<file path="config.mk">
export PLATFORM = sky130hd
export DESIGN_NAME = brlc_update
export DESIGN_NICKNAME = d
export VERILOG_FILES = /design/src/sv/binary_run_line_counter_top_assert.svh /design/src/sv/brlc_pkg.sv /design/src/sv/brlc_update.sv
export SDC_FILE = /design/constraint.sdc
export NUM_CORES = 1
export LEC_CHECK = 0
export ABC_AREA = 1
export BUFFER_PORTS_ARGS = -buffer_cell sky130_fd_sc_hd__buf_2
export CAP_MARGIN = 20
export CORE_MARGIN = 2
export CORE_UTILIZATION = 28
export CTS_CLUSTER_SIZE = 8
export DETAILED_ROUTE_END_ITERATION = 10
export SLEW_MARGIN = 20
export SYNTH_ARGS = -nofsm -noshare
export SYNTH_HDL_FRONTEND = slang
export SYNTH_SLANG_ARGS = --single-unit
</file>
<file path="constraint.sdc">
create_clock -name clk -period 7.2 [get_ports clk]
set_input_delay 1.44 -clock clk [delete_from_list [all_inputs] [get_ports clk]]
set_output_delay 1.44 -clock clk [all_outputs]
set_load 0.005 [all_outputs]
</file>
<file path="src/sv/binary_run_line_counter_top_assert.svh">
// ----------------------------------------------------------------------------
// binary_run_line_counter_top_assert.svh
// Assertion macros shared by the run line counter RTL.
// Each macro expects clk and rst_n in the scope where it is used.
// ----------------------------------------------------------------------------
`ifndef BINARY_RUN_LINE_COUNTER_TOP_ASSERT_SVH
`define BINARY_RUN_LINE_COUNTER_TOP_ASSERT_SVH

// Same-cycle implication.
`define BRLC_ASSERT_NOW(name, ante, cons, msg) \
    name: assert property (@(posedge clk) disable iff (!rst_n) (ante) |-> (cons)) \
        else $error(msg);

// Next-cycle implication.
`define BRLC_ASSERT_NEXT(name, ante, cons, msg) \
    name: assert property (@(posedge clk) disable iff (!rst_n) (ante) |=> (cons)) \
        else $error(msg);

`endif

</file>
<file path="src/sv/brlc_pkg.sv">
// ----------------------------------------------------------------------------
// brlc_pkg
// Types, constants and helpers of the binary run line counter.
// ----------------------------------------------------------------------------
`default_nettype none

package brlc_pkg;

    localparam int CFG_W     = 13;
    localparam int RUN_W     = 13;
    localparam int TOTAL_W   = 26;
    localparam int CFG_IDX_W = 2;

    localparam int MAX_LINE_DEF   = 4096;
    localparam int MAX_HEIGHT_DEF = 4096;

    localparam logic [CFG_W-1:0] LINE_WIDTH_RST   = 13'd4096;
    localparam logic [CFG_W-1:0] FRAME_HEIGHT_RST = 13'd4096;
    localparam logic [CFG_W-1:0] RUN_LENGTH_RST   = 13'd20;

    localparam logic [RUN_W-1:0] RUN_MAX = '1;

    // Configuration register indexes
    localparam logic [CFG_IDX_W-1:0] REG_LINE_WIDTH   = 2'd0;
    localparam logic [CFG_IDX_W-1:0] REG_FRAME_HEIGHT = 2'd1;
    localparam logic [CFG_IDX_W-1:0] REG_RUN_LENGTH   = 2'd2;

    typedef struct packed {
        logic pixel;
        logic frame_start;
    } pixel_item_t;

    typedef struct packed {
        logic               horizontal_hit;
        logic               vertical_hit;
        logic [TOTAL_W-1:0] match_count;
        logic               frame_last;
    } result_item_t;

    // Per-item flags from the scan stage to the update stage
    typedef struct packed {
        logic pixel;
        logic col_zero;
        logic row_zero;
        logic clear_total;
        logic frame_last;
    } scan_info_t;

    function automatic logic [RUN_W-1:0] extend_run(input logic [RUN_W-1:0] prev,
                                                    input logic px);
        logic [RUN_W-1:0] res;
        if (!px)
            res = '0;
        else if (prev == RUN_MAX)
            res = RUN_MAX;
        else
            res = prev + RUN_W'(1);
        return res;
    endfunction

endpackage

`default_nettype wire

</file>
<file path="src/sv/brlc_update.sv">
// ----------------------------------------------------------------------------
// brlc_update
// Read-modify-write stage: extends row and column runs, flags hits, keeps
// the frame total, writes the column run back and holds the output item.
// ----------------------------------------------------------------------------
`default_nettype none

module brlc_update
    import brlc_pkg::*;
#(
    parameter int MAX_LINE = MAX_LINE_DEF
) (
    input  wire logic                        clk,
    input  wire logic                        rst_n,
    input  wire logic                        in_valid,
    output logic                             in_ready,
    input  wire scan_info_t                  info,
    input  wire logic [$clog2(MAX_LINE)-1:0] col,
    input  wire logic [RUN_W-1:0]            rd_data,
    input  wire logic [CFG_W-1:0]            run_length,
    output logic                             wr_en,
    output logic      [$clog2(MAX_LINE)-1:0] wr_addr,
    output logic      [RUN_W-1:0]            wr_data,
    output logic                             out_valid,
    input  wire logic                        out_ready,
    output result_item_t                     out_data
);

    localparam int CW = $clog2(MAX_LINE);

    logic             s1_valid_reg, s1_valid_next;
    scan_info_t       s1_info_reg;
    logic [CW-1:0]    s1_col_reg;
    logic             fwd_hit_reg;
    logic [RUN_W-1:0] fwd_data_reg;
    logic [RUN_W-1:0] row_run_reg;
    logic [TOTAL_W-1:0] total_reg;
    logic             out_valid_reg, out_valid_next;
    result_item_t     out_data_reg;

    logic             accept, s1_advance;
    logic [RUN_W-1:0] above, left, hrun, vrun;
    logic             hhit, vhit;
    logic [TOTAL_W-1:0] base;
    logic [TOTAL_W:0]   sum;
    logic [TOTAL_W-1:0] sum_sat;
    result_item_t     result;

    assign s1_advance = s1_valid_reg && (!out_valid_reg || out_ready);
    assign in_ready   = !s1_valid_reg || s1_advance;
    assign accept     = in_valid && in_ready;

    always_comb
    begin
        // Take the column run just written when the RAM read missed it
        above = fwd_hit_reg ? fwd_data_reg : rd_data;
        if (s1_info_reg.row_zero)
            above = '0;
        left = s1_info_reg.col_zero ? '0 : row_run_reg;

        hrun = extend_run(left, s1_info_reg.pixel);
        vrun = extend_run(above, s1_info_reg.pixel);

        hhit = (run_length != '0) && (hrun >= run_length);
        vhit = (run_length != '0) && (vrun >= run_length);

        base    = s1_info_reg.clear_total ? '0 : total_reg;
        sum     = {1'b0, base} + (TOTAL_W+1)'(hhit) + (TOTAL_W+1)'(vhit);
        sum_sat = sum[TOTAL_W] ? '1 : sum[TOTAL_W-1:0];

        result.horizontal_hit = hhit;
        result.vertical_hit   = vhit;
        result.match_count    = sum_sat;
        result.frame_last     = s1_info_reg.frame_last;

        s1_valid_next  = accept || (s1_valid_reg && !s1_advance);
        out_valid_next = s1_advance || (out_valid_reg && !out_ready);
    end

    always_ff @(posedge clk or negedge rst_n)
    begin
        if (!rst_n)
        begin
            s1_valid_reg  <= 1'b0;
            out_valid_reg <= 1'b0;
            fwd_hit_reg   <= 1'b0;
            row_run_reg   <= '0;
            total_reg     <= '0;
        end
        else
        begin
            s1_valid_reg  <= s1_valid_next;
            out_valid_reg <= out_valid_next;
            if (accept)
            begin
                fwd_hit_reg <= s1_advance && (s1_col_reg == col);
            end
            if (s1_advance)
            begin
                row_run_reg <= hrun;
                total_reg   <= sum_sat;
            end
        end
    end

    always_ff @(posedge clk)
    begin
        if (accept)
        begin
            s1_info_reg  <= info;
            s1_col_reg   <= col;
            fwd_data_reg <= vrun;
        end
        if (s1_advance)
        begin
            out_data_reg <= result;
        end
    end

    assign wr_en     = s1_advance;
    assign wr_addr   = s1_col_reg;
    assign wr_data   = vrun;
    assign out_valid = out_valid_reg;
    assign out_data  = out_data_reg;

endmodule

`default_nettype wire

</file>
==> out/metrics.csv, run 1 <==
metric,value,unit
Synth Warn #,0,
Crit path arrival time,5660,ps
initial antenna violation count,0,
Layout area overhead,16.3,%
remaining antenna violation count,0,
global-route wire length before repair,26000,um
vias in the first global route,5125,
total power,1.33,mW
Syn Area/Cell,8.10,um2
r2r endpoint,total_reg[11],
dpl hpwl,11800,um
"Seq/Total Area, Yosys",0.436,
Power Internal,976,uW
gr usage total,0.133,
final max-slew violation count,0,
diodes inserted,0,
# DRC,0,
Crit Path Max Fanout,24,
register share of total power,0.499,
Placed Instances,1170,
Post-synth ARST share,0.416,
setup bufs post-CTS,0,
Post-CTS Resized,0,
switching part of the total,0.265,
leakage,3.62,nW
initial core utilization,0.286,
PD cells,176,nW/um2
outcome,finished clean,
"EDFF count, synth",59,
post-route insts no fill,1186,
maximum clock frequency,183,MHz
ratio of cells with drive above 1 in the final layout,0.204,
CTS Buffer Depth,2,
flip-flop count of the largest register after layout,29,
total negative slack,0,ps
Maximum Capacitance Violations,0,
vias per cell,4.52,
Critical Path RT,7410,ps
Tmin final,5450,ps
die area,24400,um2
Cell Rows,55,
switching power,352,uW
Die X,156,um
clk_lat worst skew,350,ps
kind of critical path,in -> reg,
"CTS clk-pin slew, worst paths",70,ps
post-place setup slack,1370,ps
CTS Buf Count,9,
maximum VDD drop,165,uV
clock root buffer,clkbuf_16,
relative slew slack,0.411,
"Net count, final",973,
Setup Viol. Count Final,0,
unique cell type count in the Yosys netlist,43,
Critical Path End Type,flip-flop,
die height,156,um
CP startpoint kind,input pin,
Yosys reg bits,101,
Comb pwr share,0.113,
largest net degree at the start of global routing,82,
clk sinks,101,
"Hold-fix buffers, CTS",0,
r2r setup slk,1960,ps
grt ovf,0,
Cells after Synth,800,
Iteration-0 DRC Markers,277,
CTS tree,built,
mapped cell area,6480,um2
R2R cell count,29,
Final Hold Fails,0,
H-Tree Depth,3,
number of buffers added on ports,103,
clk_skew,8.09,ps
WL/cell,13.4,um
Final period util,0.757,
worst slew pin tran,883,ps
Hold Path Class,reg -> reg,
boundary pin count,104,
"Top FF cell, synth",edfxtp_1,
RSZ-0062 raised after global routing,no,
post-synth net total,877,
routed wire length,15900,um
Worst Setup EP,total_reg[11],
part of the power in the clock network,0.387,
RePlAce Congestion,0.847,
CP startpoint,rd_data[0],
worst reg2reg path startpoint,fwd_hit_reg,
DR vias,5362,
TritonRoute pass-1 iters,5,
worst setup margin,1750,ps
core area,22600,um2
cell usage after synthesis, types with 2 or more instances:
cell / n / area share
xor2_1: 16 / 0.022
nor2_4: 4 / 0.0070
o21ai_0: 33 / 0.026
nand2_4: 2 / 0.0035
clkbuf_1: 7 / 0.0041
buf_2: 6 / 0.0046
a21oi_1: 33 / 0.026
inv_1: 95 / 0.055
inv_4: 2 / 0.0019
nor3_1: 5 / 0.0039
nand2_1: 239 / 0.14
nand3_1: 57 / 0.044
xnor2_1: 7 / 0.0095
nand3_2: 20 / 0.031
or2_2: 3 / 0.0029
ha_1: 29 / 0.056
nand4_1: 13 / 0.013
buf_6: 9 / 0.016
nand2_2: 5 / 0.0048
nor2_1: 65 / 0.038
edfxtp_1: 59 / 0.27
nor4_1: 4 / 0.0039
nand3b_1: 2 / 0.0023
o21bai_1: 3 / 0.0035
nor2_2: 17 / 0.016
nand3b_2: 2 / 0.0035
o21ai_1: 6 / 0.0046
dfrtp_1: 42 / 0.16
power by group through the flow:
| stage | logic [mW] | clock network [mW] | registers (mW) |
|---|---|---|---|
| 2_1_floorplan | 0.0868 | 0 | 0.672 |
| 3_3_place_gp | 0.151 | 0 | 0.676 |
| 3_5_place_dp | 0.153 | 0 | 0.676 |
| 4_1_cts | 0.153 | 0.533 | 0.664 |
| 5_1_grt | 0.171 | 0.554 | 0.667 |
| 6_report | 0.150 | 0.514 | 0.663 |
logic make-up after synthesis:
logic type / synth area share
adder cells (fa/ha/maj): 0.0591
AO/OA/AOI/OAI: 0.0672
flip-flops: 0.436
buffers and inverters: 0.0838
AND/OR/NAND/NOR: 0.323
XOR/XNOR: 0.0311
per-layer routing:
metal | wire (um) | track usage | vias up
met3 | 801 | 0.0297 | 12
met1 | 7660 | 0.182 | 2423
met5 | 0 | 0 | -
met2 | 7320 | 0.216 | 131
li1 | - | - | 2796
met4 | 150 | 0.0284 | 0
stage by stage:
step	hold WS (ps)	cell area, um2	utilization
after floorplan	400	6480	-
after global placement	402	7220	0.319
after detailed placement	407	7220	0.319
after CTS	419	7530	0.333
after global routing	439	7530	0.333
final	418	7530	0.333
cell usage in the layout, fill, tap and decap left out, types with 17 or more instances in the layout:
cell type  count
nor2_2        17
buf_2        102
a21oi_1       33
ha_1          29
nand2_1      239
inv_1         95
nor2_1        65
o21ai_0       33
dfrtp_1       42
nand3_1       57
edfxtp_1      59
nand3_2       20
critical path: stages:
cell and delay (ps):
buf_2 80, or2_2 90, nand2_1 80, inv_1 120, ha_1 220, nand4_1 210, nor2_2 280, nand2_4 130
a21oi_1 350, ha_1 310, nand2_1 80, inv_1 40, nand4_1 60, nor2_1 50, o21ai_0 140, nand3_1 90
nand2_1 100, inv_1 80, fa_1 450, ha_1 250, inv_1 140, nor2_4 70, nand3_2 110, nor2_4 50
nand2_4 300, nand3_1 180, nand2_1 90, o21ai_0 90
final cells by class:
type | instances | area, um2
clock buffer | 10 | 229
inverter | 100 | 385
clock inverter | 6 | 81.3
timing repair buffer | 107 | 548
multi-input combinational | 577 | 3110
fill | 2366 | 15100
sequential | 101 | 2820
tap | 285 | 357
how the worst min path moves through the flow:
| stage | from | end | slack [ps] | depth (start not counted) |
|---|---|---|---|---|
| 6_report | result[0] | out_data[0] | 420 | 0 |
| 5_1_grt | result[0] | out_data[0] | 440 | 0 |
| 4_1_cts | result[0] | out_data[0] | 420 | 0 |
| 3_3_place_gp | result[0] | out_data[0] | 400 | 0 |
| 2_1_floorplan | result[0] | out_data[0] | 400 | 0 |
| 3_5_place_dp | result[0] | out_data[0] | 410 | 0 |
Note: power is estimated with default switching activity, not from simulation.
==> run 2: changes to the inputs <==
==> constraint.sdc (replaced) <==
create_clock -name clk -period 4.78 [get_ports clk]
set_input_delay 0.956 -clock clk [delete_from_list [all_inputs] [get_ports clk]]
set_output_delay 0.956 -clock clk [all_outputs]
set_load 0.005 [all_outputs]
==> run 2 against run 1 <==
Net effect:
- register-to-register slack lost 1500 ps
- critical path depth rose by 2
- non-clock buffer count is 39 higher
- sequential share of layout area fell by 1.9 points
- wire length up 2.6%
- critical endpoint is now total_reg[4]
- largest power group unchanged
==> out/metrics.csv, run 2 (synthesis results as in run 1) <==
metric,value,unit
die area,24400,um2
gr usage total,0.134,
clk_skew,6.26,ps
maximum clock frequency,224,MHz
CP startpoint,rd_data[0],
CTS tree,built,
"CTS clk-pin slew, worst paths",70,ps
diodes inserted,0,
ratio of cells with drive above 1 in the final layout,0.255,
worst slew pin tran,966,ps
Cell Rows,55,
Final period util,0.935,
Placed Instances,1206,
Layout area overhead,22.4,%
"most common cell after layout, fill and taps aside",nand2_1,
r2r endpoint,total_reg[4],
worst reg2reg path startpoint,fwd_hit_reg,
die height,156,um
Crit path arrival time,4730,ps
Final Hold Fails,0,
vias per cell,4.54,
Setup Viol. Count Final,0,
"commonest non-fill, non-tap cells in the layout","nand2_1 (239), buf_2 (103), inv_1 (94)",
hold endpoint,out_data[0],
global-route wire length before repair,26200,um
fin area,7930,um2
Hold Path Class,reg -> reg,
crit-path most repeated cell,nand2_1,
critical path's largest stage delay,280,ps
CTS Buf Count,9,
switching part of the total,0.265,
dpl hpwl,12200,um
Maximum Capacitance Violations,0,
register share of total power,0.497,
CTS Buffer Depth,2,
Critical Path RT,5050,ps
final max-slew violation count,0,
DR vias,5570,
clock root buffer,clkbuf_16,
WL/cell,13.3,um
Comb pwr share,0.120,
# DRC,0,
total placed instance area,7530,um2
clk_lat worst skew,360,ps
Critical Path End Type,flip-flop,
CP startpoint kind,input pin,
relative slew slack,0.356,
H-Tree Depth,3,
Iteration-0 DRC Markers,286,
total power,2.01,mW
Min-Delay Path Depth,0,
outcome,finished clean,
post-route insts no fill,1226,
R2R cell count,30,
switching power,534,uW
RSZ-0062 raised after global routing,no,
initial core utilization,0.286,
vias in the first global route,5297,
grt ovf,0,
maximum VDD drop,168,uV
boundary pin count,104,
Finished Core Util,0.350,
"Net count, final",1013,
r2r setup slk,430,ps
Crit-path slowest cell,nor4_2,
routed wire length,16400,um
flip-flop count of the largest register after layout,29,
number of buffers added on ports,103,
post-place setup slack,-195,ps
part of the power in the clock network,0.383,
hold_sp,result[0],
remaining antenna violation count,0,
Crit Path Max Fanout,10,
leakage,3.84,nW
largest net degree at the start of global routing,82,
worst setup margin,312,ps
Tmin final,4470,ps
kind of critical path,in -> reg,
clk sinks,101,
PD cells,254,nW/um2
Die X,156,um
Power Internal,1.48,mW
core area,22600,um2
initial antenna violation count,0,
"Hold-fix buffers, CTS",0,
RePlAce Congestion,0.902,
TritonRoute pass-1 iters,4,
==> run 2: cell types whose count changed in the layout (fill, tap and decap cells not counted), sizes merged <==
cell,before,now
inv,102,101
buf,107,146
clkbuf,10,9
clkinvlp,0,2
nand2,246,247
==> run 2: power by group through the flow <==
stage | Combinational, mW | Clock, mW | Sequential (mW)
2_1_floorplan | 0.131 | 0 | 1.01
3_3_place_gp | 0.238 | 0 | 1.02
3_5_place_dp | 0.241 | 0 | 1.02
4_1_cts | 0.242 | 0.802 | 1.00
5_1_grt | 0.276 | 0.834 | 1.01
6_report | 0.242 | 0.772 | 1.00
==> run 2: area by class of cell <==
type | count | area [um2]
fillers | 2388 | 14700
clock inverters | 7 | 85.1
repair buffers | 146 | 876
flip-flops and latches | 101 | 2820
well taps | 285 | 357
inverters | 100 | 385
multi-input cells | 578 | 3180
clock buffers | 9 | 225
==> run 2: what timing repair did <==
| item | in CTS | in global routing |
|---|---|---|
| resized for setup | 0 | 19 |
| hold endpoints to repair | 0 | 0 |
| buffers inserted | 0 | 3 |
| endpoints found under the setup margin | 0 | 51 |
==> run 2: layer usage <==
| layer | GRT usage | vias up | share of wire |
|---|---|---|---|
| met5 | 0 | - | 0 |
| met4 | 0.0310 | 0 | 0.014 |
| met3 | 0.0267 | 17 | 0.050 |
| met1 | 0.182 | 2542 | 0.47 |
| li1 | - | 2882 | - |
| met2 | 0.221 | 129 | 0.46 |
==> run 2: worst max-delay path by stage <==
stage / end / slack (ps) / cells past startpoint
detailed placement: out_data[25] / -200 / 28
global route: total_reg[4] / 4 / 30
CTS: out_data[25] / 180 / 28
floorplan: out_data[7] / 190 / 24
global placement: out_data[25] / -120 / 28
finish: total_reg[4] / 310 / 30
==> run 2: worst max-delay path: cells and delay by family <==
| family | cells | cell delay (ps) |
|---|---|---|
| simple gates | 17 | 2010 |
| buf+inv | 7 | 640 |
| fa+ha+maj | 4 | 870 |
| compound gates | 2 | 220 |
==> run 2: per-stage QoR <==
step                hold WS [ps]  TNS, ps
CTS                          425        0
detailed placement           410    -4000
floorplan                    400        0
finish                       422        0
global route                 427        0
global placement             403     -639
==> run 3: changes to the inputs <==
--- a/config.mk
+++ b/config.mk
@@ -8,10 +8,10 @@
 export ABC_AREA = 1
 export BUFFER_PORTS_ARGS = -buffer_cell sky130_fd_sc_hd__buf_2
 export CAP_MARGIN = 20
-export CORE_MARGIN = 2
-export CORE_UTILIZATION = 28
+export CORE_UTILIZATION = 35
 export CTS_CLUSTER_SIZE = 8
 export DETAILED_ROUTE_END_ITERATION = 10
+export GPL_TIMING_DRIVEN = 0
 export SLEW_MARGIN = 20
 export SYNTH_ARGS = -nofsm -noshare
 export SYNTH_HDL_FRONTEND = slang
==> run 3 against run 2 <==
Net effect:
- clock power fell by 5.1%
- clock skew about the same
- global-route usage rose by 4.5 points
- hold slack better by 3.2 ps
- sequential share of layout area grew 0.39 points
- critical endpoint is now out_data[10]
- largest power group unchanged
==> out/metrics.csv, run 3 (synthesis results as in run 1) <==
metric,value,unit
post-route insts no fill,1157,
dpl hpwl,12500,um
Crit path arrival time,4600,ps
Crit-path slowest cell,fa_2,
Iteration-0 DRC Markers,249,
Die X,138,um
post-place setup slack,-579,ps
vias per cell,4.87,
"CTS clk-pin slew, worst paths",70,ps
# DRC,0,
Critical Path RT,4880,ps
CTS Buffer Depth,2,
worst setup margin,279,ps
Final period util,0.942,
Finished Core Util,0.435,
outcome,finished clean,
final max-slew violation count,0,
family with the most delay on the worst path,simple AND/OR/NAND/NOR gates,
Final Hold Fails,0,
diodes inserted,0,
initial core utilization,0.359,
largest net degree at the start of global routing,43,
Hold Path Class,reg -> reg,
clk_skew,6.49,ps
Maximum Capacitance Violations,0,
core area,18000,um2
total placed instance area,7310,um2
CTS tree,built,
hold_ws,425,ps
CP bufs+invs,9,
maximum clock frequency,222,MHz
"Net count, final",1000,
initial antenna violation count,0,
"most common cell after layout, fill and taps aside",nand2_1,
PD cells,253,nW/um2
total negative slack,0,ps
gr usage total,0.179,
total power,1.98,mW
clk_lat worst skew,360,ps
routed wire length,16800,um
clock root buffer,clkbuf_16,
Setup Viol. Count Final,0,
Critical Path End Type,flip-flop,
Placed Instances,1133,
maximum VDD drop,178,uV
boundary pin count,104,
die area,19100,um2
DR vias,5633,
relative slew slack,0.481,
vias in the first global route,5466,
WL/cell,14.5,um
ratio of cells with drive above 1 in the final layout,0.252,
Cell Rows,49,
Layout area overhead,21.1,%
worst slew pin tran,779,ps
number of buffers added on ports,103,
kind of critical path,reg -> reg,
flip-flop count of the largest register after layout,29,
CTS Buf Count,9,
leakage,3.73,nW
CP startpoint kind,flip-flop,
"commonest non-fill, non-tap cells in the layout","nand2_1 (236), buf_2 (106), inv_1 (91)",
global-route wire length before repair,27300,um
TritonRoute pass-1 iters,5,
clk sinks,101,
die height,138,um
Tmin final,4500,ps
Crit Path Max Fanout,10,
RePlAce Congestion,0.906,
grt ovf,0,
fin area,7840,um2
remaining antenna violation count,0,
H-Tree Depth,3,
critical path's largest stage delay,390,ps
run 3: cell count changes in the layout (fill, tap and decap cells not counted), sizes merged:
cell,before,now
buf,146,126
clkbuf,9,16
bufinv,1,0
clkinv,3,4
run 3: worst register-to-register path, delay by kind of cell (launching register included):
| kind | cells | cell delay (ps) |
|---|---|---|
| AOI/OAI and AO/OA | 3 | 490 |
| adders and majority gates | 4 | 1080 |
| DFF | 1 | 380 |
| and+or+nand+nor | 14 | 1260 |
| buffers and inverters | 9 | 1060 |
run 3: cell type report:
cell class              instances  area (um2)
well taps                     229         287
multi-input cells             578        3280
plain buffers                  22         178
repair buffers                111         602
clock inverters                 7        65.1
flip-flops and latches        101        2820
inverters                     100         385
clock buffers                   9         225
fillers                      1843       10200
run 3: timing repair:
action / 4_1_cts / 5_1_grt
gates cloned: 0 / 1
buffers inserted: 2 / 5
resized for setup: 14 / 33
endpoints found under the setup margin: 52 / 52
hold buffers: 0 / 0
pin swaps: 2 / 6
run 3: worst paths after layout:
kind                            depth (start not counted)        start  slack, ps       endpoint
worst max-delay path                                   30  fwd_hit_reg        280   out_data[10]
worst min register to register                          0    result[0]        430    out_data[0]
worst max register to register                         30  fwd_hit_reg        280   out_data[10]
min in group asynchronous                               1        rst_n        580  total_reg[16]
worst min-delay path                                    0    result[0]        430    out_data[0]
max in group asynchronous                               1        rst_n       3820   total_reg[4]
run 3: where the power goes:
group          internal [mW]  switching, mW  leakage (nW)  total, mW
logic                 0.0927          0.166          2.44      0.259
registers              0.973         0.0201          1.16      0.993
clock network          0.365          0.368         0.137      0.733
run 3: routing by layer:
metal,track usage,vias to the layer above,wire [um]
met3,0.0378,16,832
met1,0.234,2618,7910
met4,0.0521,0,210
li1,-,2853,-
met2,0.298,146,7830
met5,0,-,0
