[src/sv/binary_run_line_counter_top_assert.svh]
// ----------------------------------------------------------------------------
// binary_run_line_counter_top_assert.svh
// Assertion macros shared by the run line counter RTL.
// Each macro expects clk and rst_n in the scope where it is used.
// ----------------------------------------------------------------------------
`ifndef BINARY_RUN_LINE_COUNTER_TOP_ASSERT_SVH
`define BINARY_RUN_LINE_COUNTER_TOP_ASSERT_SVH

// Same-cycle implication.
`define BRLC_ASSERT_NOW(name, ante, cons, msg) \
    name: assert property (@(posedge clk) disable iff (!rst_n) (ante) |-> (cons)) \
        else $error(msg);

// Next-cycle implication.
`define BRLC_ASSERT_NEXT(name, ante, cons, msg) \
    name: assert property (@(posedge clk) disable iff (!rst_n) (ante) |=> (cons)) \
        else $error(msg);

`endif

[src/sv/brlc_pkg.sv]
// ----------------------------------------------------------------------------
// brlc_pkg
// Types, constants and helpers of the binary run line counter.
// ----------------------------------------------------------------------------
`default_nettype none

package brlc_pkg;

    localparam int CFG_W     = 13;
    localparam int RUN_W     = 13;
    localparam int TOTAL_W   = 26;
    localparam int CFG_IDX_W = 2;

    localparam int MAX_LINE_DEF   = 4096;
    localparam int MAX_HEIGHT_DEF = 4096;

    localparam logic [CFG_W-1:0] LINE_WIDTH_RST   = 13'd4096;
    localparam logic [CFG_W-1:0] FRAME_HEIGHT_RST = 13'd4096;
    localparam logic [CFG_W-1:0] RUN_LENGTH_RST   = 13'd20;

    localparam logic [RUN_W-1:0] RUN_MAX = '1;

    // Configuration register indexes
    localparam logic [CFG_IDX_W-1:0] REG_LINE_WIDTH   = 2'd0;
    localparam logic [CFG_IDX_W-1:0] REG_FRAME_HEIGHT = 2'd1;
    localparam logic [CFG_IDX_W-1:0] REG_RUN_LENGTH   = 2'd2;

    typedef struct packed {
        logic pixel;
        logic frame_start;
    } pixel_item_t;

    typedef struct packed {
        logic               horizontal_hit;
        logic               vertical_hit;
        logic [TOTAL_W-1:0] match_count;
        logic               frame_last;
    } result_item_t;

    // Per-item flags from the scan stage to the update stage
    typedef struct packed {
        logic pixel;
        logic col_zero;
        logic row_zero;
        logic clear_total;
        logic frame_last;
    } scan_info_t;

    function automatic logic [RUN_W-1:0] extend_run(input logic [RUN_W-1:0] prev,
                                                    input logic px);
        logic [RUN_W-1:0] res;
        if (!px)
            res = '0;
        else if (prev == RUN_MAX)
            res = RUN_MAX;
        else
            res = prev + RUN_W'(1);
        return res;
    endfunction

endpackage

`default_nettype wire

[src/sv/brlc_scan.sv]
// ----------------------------------------------------------------------------
// brlc_scan
// Configuration registers and raster position tracking; issues the column
// store read for each accepted item.
// ----------------------------------------------------------------------------
`default_nettype none

module brlc_scan
    import brlc_pkg::*;
#(
    parameter int MAX_LINE   = MAX_LINE_DEF,
    parameter int MAX_HEIGHT = MAX_HEIGHT_DEF
) (
    input  wire logic                        clk,
    input  wire logic                        rst_n,
    input  wire logic                        cfg_valid,
    input  wire logic [CFG_IDX_W-1:0]        cfg_index,
    input  wire logic [CFG_W-1:0]            cfg_data,
    input  wire logic                        accept,
    input  wire pixel_item_t                 item,
    output logic      [$clog2(MAX_LINE)-1:0] col,
    output scan_info_t                       info,
    output logic      [CFG_W-1:0]            run_length
);

    localparam int CW  = $clog2(MAX_LINE);
    localparam int RW  = $clog2(MAX_HEIGHT);
    localparam int LWM = $clog2(MAX_LINE + 1);
    localparam int HWM = $clog2(MAX_HEIGHT + 1);
    localparam int LW  = (CFG_W > LWM) ? CFG_W : LWM;
    localparam int HW  = (CFG_W > HWM) ? CFG_W : HWM;

    logic [CFG_W-1:0] line_width_reg, line_width_next;
    logic [CFG_W-1:0] frame_height_reg, frame_height_next;
    logic [CFG_W-1:0] run_length_reg, run_length_next;
    logic [CW-1:0]    col_reg, col_next;
    logic [RW-1:0]    row_reg, row_next;
    logic             wrap_reg, wrap_next;

    logic [CW-1:0] cur_col;
    logic [RW-1:0] cur_row;
    logic [LW-1:0] width_raw, width_eff;
    logic [HW-1:0] height_raw, height_eff;
    logic          last_col, last_row;

    always_comb
    begin
        line_width_next   = line_width_reg;
        frame_height_next = frame_height_reg;
        run_length_next   = run_length_reg;
        if (cfg_valid)
        begin
            case (cfg_index)
                REG_LINE_WIDTH:   line_width_next   = cfg_data;
                REG_FRAME_HEIGHT: frame_height_next = cfg_data;
                REG_RUN_LENGTH:   run_length_next   = cfg_data;
                default:          ;
            endcase
        end
    end

    always_comb
    begin
        // Clamp dimensions to [1, max]
        width_raw = LW'(line_width_reg);
        if (width_raw == '0)
            width_eff = LW'(1);
        else if (width_raw > LW'(MAX_LINE))
            width_eff = LW'(MAX_LINE);
        else
            width_eff = width_raw;

        height_raw = HW'(frame_height_reg);
        if (height_raw == '0)
            height_eff = HW'(1);
        else if (height_raw > HW'(MAX_HEIGHT))
            height_eff = HW'(MAX_HEIGHT);
        else
            height_eff = height_raw;

        cur_col = item.frame_start ? '0 : col_reg;
        cur_row = item.frame_start ? '0 : row_reg;

        last_col = (LW'(cur_col) + LW'(1)) >= width_eff;
        last_row = (HW'(cur_row) + HW'(1)) >= height_eff;

        col_next  = col_reg;
        row_next  = row_reg;
        wrap_next = wrap_reg;
        if (accept)
        begin
            wrap_next = last_col && last_row;
            if (last_col)
            begin
                col_next = '0;
                row_next = last_row ? '0 : cur_row + RW'(1);
            end
            else
            begin
                col_next = cur_col + CW'(1);
                row_next = cur_row;
            end
        end
    end

    always_ff @(posedge clk or negedge rst_n)
    begin
        if (!rst_n)
        begin
            line_width_reg   <= LINE_WIDTH_RST;
            frame_height_reg <= FRAME_HEIGHT_RST;
            run_length_reg   <= RUN_LENGTH_RST;
            col_reg          <= '0;
            row_reg          <= '0;
            wrap_reg         <= 1'b0;
        end
        else
        begin
            line_width_reg   <= line_width_next;
            frame_height_reg <= frame_height_next;
            run_length_reg   <= run_length_next;
            col_reg          <= col_next;
            row_reg          <= row_next;
            wrap_reg         <= wrap_next;
        end
    end

    assign col              = cur_col;
    assign info.pixel       = item.pixel;
    assign info.col_zero    = (cur_col == '0);
    assign info.row_zero    = (cur_row == '0);
    // Total restarts on an explicit frame start or after the last pixel
    assign info.clear_total = item.frame_start || wrap_reg;
    assign info.frame_last  = last_col && last_row;
    assign run_length       = run_length_reg;

endmodule

`default_nettype wire

[config.mk]
export PLATFORM = sky130hd
export DESIGN_NAME = brlc_scan
export DESIGN_NICKNAME = d
export VERILOG_FILES = /design/src/sv/binary_run_line_counter_top_assert.svh /design/src/sv/brlc_pkg.sv /design/src/sv/brlc_scan.sv
export SDC_FILE = /design/constraint.sdc
export NUM_CORES = 1
export LEC_CHECK = 0
export BUFFER_PORTS_ARGS = -buffer_cell sky130_fd_sc_hd__buf_4
export CORE_MARGIN = 10
export CORE_UTILIZATION = 50
export CTS_CLUSTER_DIAMETER = 80
export CTS_CLUSTER_SIZE = 12
export DETAILED_ROUTE_END_ITERATION = 6
export GPL_TIMING_DRIVEN = 0
export HOLD_SLACK_MARGIN = 0.03
export PLACE_DENSITY = 0.7
export SETUP_SLACK_MARGIN = 0.02
export SYNTH_ARGS = -nofsm -noshare
export SYNTH_HDL_FRONTEND = slang
export SYNTH_SLANG_ARGS = --single-unit
[constraint.sdc]
create_clock -name clk -period 9.83 [get_ports clk]
set_input_delay 0.4915 -clock clk [delete_from_list [all_inputs] [get_ports clk]]
set_output_delay 0.4915 -clock clk [all_outputs]
set_load 0.005 [all_outputs]
==> flow_metrics.tcl, run 1 <==
set metrics [dict create \
    netlist.area_leader.share_pct 37.1 \
    cts_num_sinks 64 \
    slew_headroom_pct 45.1 \
    cts_hold_buf 0 \
    dp_hpwl_um 7520 \
    dieArea_mm2 0.0121 \
    boundaryPins 51 \
    vias 3300 \
    crit_fanout 10 \
    async_reset_ff_share_pct 100 \
    p_leak_nw 2.19 \
    synth_edf_count 0 \
    initial_core_util_pct 51.8 \
    area_growth_pct 18.1 \
    antenna_found_initial 0 \
    cts_buffer_depth 2 \
    grt_pass1_vias 3272 \
    fin_crit_ps 4690 \
    post_cts_buffers 0 \
    clockPowerShare_pct 35.9 \
    gp_congestion 0.860 \
    worst_slew_pin_slew_ps 823 \
    clock_skew_ps 12.7 \
    layout-drive-gt1-share_pct 28.9 \
    n_antenna_cell 0 \
    timing.setup.tns_ps 0 \
    vias_per_cell 5.70 \
    p_seq_share_pct 42.4 \
    r2r_slack_ps 6130 \
    layoutNonFillerInstCount 579 \
    yosysWarnings 0 \
    final_nets 523 \
    p_comb_share_pct 21.7 \
    grt_setup_unrepaired "false" \
    final_cell_area_mm2 0.00477 \
    synth.avg_cell_area_um2 9.79 \
    dr.pass1.iters 5 \
    switching_share_pct 28.6 \
    drv_cap 0 \
    tritoncts "built" \
    synth_ff_type "dfrtp_1" \
    setup_violations 0 \
    coreArea_mm2 0.00781 \
    start_kind "primary input" \
    synth_seq_cells 64 \
    switchingPower_mw 0.221 \
    drcViolationCount 0 \
    synthTopCellsByArea "dfrtp_1 (37%), mux2_2 (11%), ha_1 (9.3%)" \
    fin_total_pwr_mw 0.772 \
    grt_pass1_wl_um 16200 \
    routed_wirelength_um 9980 \
    critPathCaptureType "primary output" \
    clockRootBuffer "clkbuf_8" \
    cts_max_level 3 \
    worst_hold_path_type "in2async" \
    yosys.cell_types.count 60 \
    fp.dieH_um 110 \
    ant_nets 0 \
    gr-usage-all-layers_pct 16.9 \
    dp.cells 563 \
    synth_top_area_cell "dfrtp_1" \
    grt_overflow 0 \
    worstSetupPathType "in2out" \
    synthCells 413 \
    netlist_area_mm2 0.00404 \
    ys_seq_area_share_pct 39.7 \
    rows 32 \
    cts_buffers 9 \
    fin_crit_sh_pct 47.7 \
    crit_required_ps 9340 \
    max_freq_mhz 213 \
    chipWidth_um 110 \
    arrival_ps 4190 \
    hold_violations 0 \
    rr_worst_depth 16 \
    peakVddDrop_mv 0.121 \
    insertion_delay_ps 340 \
    status "completed" \
    drt_iter0_markers 176 \
    synthesis.nets 464 \
    slew_viol_final 0 \
    portBuffers 48 \
    dpl-instance-area_mm2 0.00453 \
    post_cts_resized 0 \
    wl_per_cell_um 17.2 \
    powerDensity_mw_per_mm2 162 \
    p_int_mw 0.551 \
    clk_pin_slew_ps 80 \
    grt_max_degree 65 \
]
[layer usage]
layer  GRT usage, %  vias to the layer above  routed length [um]
li1               -                     1597                   -
met1           22.5                     1581                4650
met2           26.3                      111                4510
met3           4.27                       11                 721
met4           5.20                        0                 105
met5              0                        -                   0
[final timing paths]
path	from	endpoint
worst min-delay path	rst_n	row_reg[8]
min in group clk	cfg_data[12]	line_width_reg[12]
worst max-delay path	item[0]	info[0]
worst max register to register	row_reg[0]	row_reg[4]
max in group asynchronous	rst_n	frame_height_reg[7]
worst min register to register	wrap_reg	wrap_reg
[metrics by stage]
stage | worst slack (ps) | util [%] | hold WS, ps
after CTS | 5170 | 61.1 | 254
after global placement | 5260 | 58.0 | 484
after floorplan | 5990 | - | 196
final | 5140 | 61.1 | 225
after detailed placement | 5210 | 58.0 | 494
after global routing | 4850 | 61.1 | 287
[power by group through the flow]
stage / registers, mW / clock network [mW] / logic, mW
after detailed placement: 0.332 / 0 / 0.168
after CTS: 0.327 / 0.282 / 0.169
after global routing: 0.333 / 0.293 / 0.189
after global placement: 0.331 / 0 / 0.163
final: 0.327 / 0.278 / 0.167
after floorplan: 0.325 / 0 / 0.107
[worst max-delay path, cell delays in order]
cell and delay [ps]:
buf_6 130, buf_2 190, inv_1 80, clkbuf_1 350
nand2_1 130, inv_1 110, ha_1 270, and3_1 250
nand3_1 180, nor2b_1 320, and3_1 250, xnor2_1 140
ha_1 260, a21oi_1 130, o21ai_0 100, a21oi_1 140
o21a_1 170, buf_2 230, nor2_1 100, buf_4 140
[layout by cell type, fill, tap and decap left out, drive strengths merged, types with 3 or more instances in the layout]
| master | count |
|---|---|
| and3 | 7 |
| clkbuf | 17 |
| dfrtp | 60 |
| bufinv | 3 |
| a32oi | 5 |
| o21ai | 17 |
| nor3 | 5 |
| xor2 | 9 |
| buf | 63 |
| a31oi | 4 |
| nor2 | 20 |
| xnor2 | 8 |
| nor4 | 10 |
| o2bb2ai | 8 |
| nand2 | 61 |
| ha | 30 |
| a22o | 3 |
| mux2 | 39 |
| a21oi | 18 |
| nand3 | 12 |
| nor2b | 21 |
| nand4 | 7 |
| dfstp | 4 |
| inv | 12 |
[cell usage after synthesis (all sizes together) (9+ instances only)]
master,n
o21ai,17
a21oi,18
xor2,9
mux2,39
nand2,61
ha,30
nor4,10
nand3,12
nor2,20
buf,15
nor2b,21
dfrtp,60
inv,11
[cell type report]
cell class,instances,area (um^2)
clock buffer,9,124
inverter,12,45.0
fill,680,3030
clock inverter,7,119
tap,102,128
timing repair buffer,48,360
multi-input combinational,314,2280
sequential,64,1610
buffer,23,110
[cell families after synthesis]
family	count (synthesis)	synth area share [%]
AOI/OAI and AO/OA	72	12.0
xor gates and xnor gates	17	3.87
adders and majority gates	30	9.29
buffers and inverters	35	3.84
DFF	64	39.7
muxes	39	10.9
and+or+nand+nor	156	20.4
Power figures use the tool's default switching activity.
==> run 2: changes to the inputs <==
- ABC_AREA: not set -> 1
- PLACE_DENSITY: 0.7 -> 0.73
- clock period: 9.83 -> 4.2 ns (I/O delays scaled with it)
==> flow_metrics.tcl, run 2 <==
set metrics [dict create \
    status "completed" \
    async_reset_ff_share_pct 100 \
    drv_cap 0 \
    crit_required_ps 3990 \
    drcViolationCount 0 \
    n_antenna_cell 0 \
    arrival_ps 3280 \
    synth_ff_type "dfrtp_1" \
    peakVddDrop_mv 0.193 \
    gr-usage-all-layers_pct 17.0 \
    synth.avg_cell_area_um2 7.20 \
    synth_top_area_cell "dfrtp_1" \
    fin_crit_ps 3490 \
    insertion_delay_ps 350 \
    yosysMostFrequentCell "nand2_1" \
    fin_crit_sh_pct 83.1 \
    slowest_stage "dfrtp_1" \
    clk_pin_slew_ps 90 \
    cts_num_sinks 64 \
    final_core_util_pct 60.2 \
    grt_overflow 0 \
    start_kind "flip-flop" \
    synth_seq_cells 64 \
    initial_core_util_pct 52.0 \
    slew_viol_final 0 \
    crit_chain "inv_1 -> nor2_1 -> ha_1 -> nand2_1 -> nor2_2 -> nand3_1 -> xor2_1 -> inv_1 -> ha_1 -> nand2_1 -> nand2_1 -> nand2_1 -> nand2_1 -> a21oi_1 -> nand3_2 -> buf_4 -> nand2_1 -> inv_1 -> buf_4" \
    slew_headroom_pct 45.6 \
    critical_path.max_stage_delay_ps 350 \
    chipWidth_um 113 \
    area_growth_pct 15.8 \
    synth_commonest_cells "nand2_1 (185), inv_1 (88), dfrtp_1 (60)" \
    layout-drive-gt1-share_pct 14.9 \
    boundaryPins 51 \
    grt_pass1_vias 3921 \
    gp_congestion 0.861 \
    antenna_found_initial 0 \
    grt_pass1_wl_um 18200 \
    powerDensity_mw_per_mm2 410 \
    critPathCaptureType "primary output" \
    worstSetupPathType "reg2out" \
    portBuffers 48 \
    vias_per_cell 5.17 \
    setup_violations 0 \
    vias 3977 \
    nFillCells 776 \
    mostFrequentLayoutCells "nand2_1 (185), inv_1 (88), dfrtp_1 (60)" \
    tritoncts "built" \
    wl_per_cell_um 13.6 \
    dr.pass1.iters 5 \
    drt_iter0_markers 203 \
    dp_hpwl_um 8020 \
    cts_buffers 9 \
    post_cts_resized 0 \
    max_freq_mhz 286 \
    grt_setup_unrepaired "false" \
    hold_violations 0 \
    synth_edf_count 0 \
    clockRootBuffer "clkbuf_8" \
    fp.dieH_um 113 \
    cts_max_level 3 \
    ant_nets 0 \
    netlist_area_mm2 0.00431 \
    grt_max_degree 65 \
    post_cts_buffers 0 \
    rows 33 \
    final_common_cell "nand2_1" \
    clock_skew_ps 17.8 \
    synthCells 599 \
    worst_hold_path_type "in2reg" \
    coreArea_mm2 0.00830 \
    final_nets 710 \
    synthesis.nets 650 \
    synthTopCellsByArea "dfrtp_1 (35%), nand2_1 (16%), ha_1 (8.7%)" \
    dieArea_mm2 0.0127 \
    timing.setup.tns_ps 0 \
    cts_buffer_depth 2 \
    crit_top_cell "nand2_1" \
    netlist.area_leader.share_pct 34.8 \
    crit_fanout 10 \
    yosysWarnings 0 \
    p_leak_nw 2.72 \
    routed_wirelength_um 10500 \
    ys_seq_area_share_pct 37.2 \
    worst_slew_pin_slew_ps 816 \
    yosys.cell_types.count 34 \
]
[run 2: cell families after synthesis]
family / share of synthesized area (%)
xor+xnor: 2.20
compound gates: 9.37
flops: 37.2
buf+inv: 10.1
fa+ha+maj: 8.70
simple gates: 32.4
[run 2: path summary, 6_finish.rpt]
kind	to	slack (ps)	start	depth (start not counted)
setup / recovery	info[0]	710	col_reg[1]	19
hold / removal	col_reg[3]	60	accept	2
setup reg to reg	col_reg[11]	1080	col_reg[1]	18
hold reg to reg	row_reg[1]	490	row_reg[1]	2
max in group asynchronous	row_reg[5]	3160	rst_n	2
min in group asynchronous	col_reg[2]	500	rst_n	2
[run 2: power by group]
| part | internal (mW) | switching, mW |
|---|---|---|
| registers | 0.733 | 0.0944 |
| logic | 0.284 | 0.443 |
| clock network | 0.219 | 0.274 |
| total | 1.24 | 0.811 |
[run 2: repair_timing]
action / CTS / global route
hold endpoints to repair: 60 / 0
setup endpoints to repair: 0 / 0
hold buffers: 1 / 0
[run 2: stage by stage]
| step | hold slack [ps] | std cells | cell area [um^2] | power, mW | setup WS (ps) |
|---|---|---|---|---|---|
| after global routing | 56.5 | 769 | 4990 | 2.23 | 397 |
| after global placement | 357 | 752 | 4810 | 1.54 | 940 |
| final | 64.6 | 769 | 4990 | 2.05 | 708 |
| after CTS | 52.5 | 769 | 4990 | 2.06 | 700 |
| after floorplan | -85.6 | 599 | 4310 | 1.32 | 1430 |
| after detailed placement | 364 | 752 | 4810 | 1.56 | 899 |
[run 2: cell type report]
cell class / count / area, um^2 / area share, %
Multi-Input combinational cell: 428 / 2270 / 45.5
Sequential cell: 64 / 1610 / 32.2
Timing Repair Buffer: 49 / 370 / 7.41
Inverter: 91 / 344 / 6.89
Tap cell: 105 / 131 / 2.63
Clock buffer: 9 / 124 / 2.48
Buffer: 16 / 91.3 / 1.83
Clock inverter: 7 / 55.1 / 1.10
[run 2: critical path: cells and delay by family (launching register included)]
family,cells,cell delay (ps)
buf+inv,5,520
simple gates,10,1020
flops,1,350
compound gates,1,210
xor+xnor,1,250
fa+ha+maj,2,560
[run 2: layer usage]
layer	up-vias	GRT usage, %	wire length (um)
met1	1824	22.1	4890
li1	2029	-	-
met3	16	3.96	656
met5	-	0	0
met4	0	6.51	175
met2	108	26.7	4750
==> run 3: changes to the inputs <==
- clock period: 4.2 -> 2.9 ns (I/O delays scaled with it)
==> flow_metrics.tcl, run 3 (synthesis results as in run 2) <==
set metrics [dict create \
    status "finished, violations left" \
    violations "negative setup slack" \
    slew_viol_final 0 \
    clockRootBuffer "clkbuf_8" \
    dieArea_mm2 0.0127 \
    crit_chain "inv_2 -> nor2_4 -> ha_4 -> nand2_4 -> nor2_4 -> nand4_1 -> nor3_2 -> ha_1 -> nand2_1 -> inv_1 -> nand2_1 -> nand2_1 -> a21oi_2 -> nand3_2 -> buf_6 -> nand2_4 -> inv_2 -> buf_6" \
    coreArea_mm2 0.00830 \
    max_freq_mhz 328 \
    wl_per_cell_um 14.5 \
    crit_top_cell "nand2_1" \
    clock_skew_ps 18.6 \
    grt_pass1_vias 3996 \
    peakVddDrop_mv 0.278 \
    cts_num_sinks 64 \
    gp_congestion 0.861 \
    slowest_stage "dfrtp_1" \
    whs_ps 106 \
    worstReg2RegStart "col_reg[1]" \
    arrival_ps 2910 \
    drv_cap 0 \
    setup_violations 3 \
    cts_buffers 9 \
    timing.setup.tns_ps -162 \
    fin_crit_sh_pct 105 \
    final_common_cell "nand2_1" \
    ant_nets 0 \
    cp-endpoint "info[0]" \
    mostFrequentLayoutCells "nand2_1 (175), inv_1 (78), buf_4 (76)" \
    vias 4165 \
    grt_pass1_wl_um 18700 \
    slew_headroom_pct 45.9 \
    crit_required_ps 2760 \
    fin_crit_ps 3050 \
    gr-usage-all-layers_pct 17.5 \
    crit_family "simple AND/OR/NAND/NOR gates" \
    worst_slew_pin_slew_ps 811 \
    initial_core_util_pct 52.0 \
    layout-drive-gt1-share_pct 24.7 \
    grt_setup_unrepaired "true" \
    area_growth_pct 26.0 \
    crit_fanout 4 \
    insertion_delay_ps 360 \
    rr_worst_depth 20 \
    hold_depth 3 \
    drt_iter0_markers 183 \
    powerDensity_mw_per_mm2 591 \
    critPathCaptureType "primary output" \
    p_leak_nw 2.89 \
    rows 33 \
    cts_buffer_depth 2 \
    final_nets 737 \
    dp_hpwl_um 8020 \
    crit_path_start "col_reg[1]" \
    grt_max_degree 65 \
    clk_pin_slew_ps 90 \
    dr.pass1.iters 5 \
    critical_path.max_stage_delay_ps 390 \
    boundaryPins 51 \
    r2r_slack_ps -10 \
    drcViolationCount 0 \
    antenna_found_initial 0 \
    worst_hold_path_type "in2reg" \
    nFillCells 712 \
    n_antenna_cell 0 \
    start_kind "flip-flop" \
    chipWidth_um 113 \
    grt_overflow 0 \
    cts_max_level 3 \
    layout_setup_ws_ps -151 \
    hold_violations 0 \
    worstSetupPathType "reg2out" \
    crit_buf_inv 5 \
    tritoncts "built" \
    vias_per_cell 5.23 \
    fp.dieH_um 113 \
    critical_path_depth 18 \
    portBuffers 48 \
    rr_endpoint "row_reg[8]" \
    routed_wirelength_um 11600 \
]
[run 3: tightest hold or removal path, cell delays in order]
cell	delay, ps
buf_4	100
inv_1	100
o21ai_0	110
[run 3: layout make-up]
class / instances / area (um^2) / share of cell area, %
sequential: 64 / 1610 / 29.6
multi-input combinational: 428 / 2490 / 45.8
timing repair buffer: 77 / 587 / 10.8
buffer: 15 / 93.8 / 1.73
inverter: 91 / 347 / 6.38
clock inverter: 7 / 55.1 / 1.01
clock buffer: 9 / 124 / 2.28
tap: 105 / 131 / 2.42
[run 3: worst min-delay path by stage]
stage | from | end | slack [ps]
floorplan | rst_n | col_reg[0] | -150
finish | cfg_data[12] | line_width_reg[12] | 110
CTS | cfg_data[12] | frame_height_reg[12] | 110
global placement | rst_n | run_length[1] | 290
global route | cfg_data[3] | run_length[3] | 130
detailed placement | rst_n | run_length[0] | 300
[run 3: per-stage QoR]
step	power (mW)	instance area, um^2	utilization (%)	setup WS (ps)	instances
floorplan	1.91	4310	-	197	599
global placement	2.23	4810	57.9	-230	752
detailed placement	2.26	4810	57.9	-312	752
CTS	3.08	5170	62.3	-102	778
global route	3.47	5440	65.5	-290	796
finish	3.22	5440	65.5	-151	796
[run 3: routing by layer]
| layer | wire, um | part of all wire [%] | vias up | GRT usage (%) |
|---|---|---|---|---|
| met5 | 0 | 0 | - | 0 |
| met4 | 308 | 2.7 | 0 | 6.01 |
| met3 | 746 | 6.5 | 27 | 4.01 |
| met2 | 5370 | 46 | 150 | 28.3 |
| met1 | 5140 | 44 | 1913 | 22.3 |
| li1 | - | - | 2075 | - |
[run 3: what timing repair did]
| action | in CTS | in global routing |
|---|---|---|
| gates resized for setup | 27 | 40 |
| hold buffers | 2 | 0 |
| setup endpoints to repair | 21 | 25 |
| pin swaps | 17 | 25 |
| setup buffers | 9 | 18 |
| hold endpoints to repair | 61 | 0 |
[run 3: power by group]
group,switching (mW),internal (mW),total (mW)
combinational,0.739,0.545,1.28
clock,0.405,0.317,0.722
sequential,0.148,1.06,1.21
total,1.29,1.92,3.22
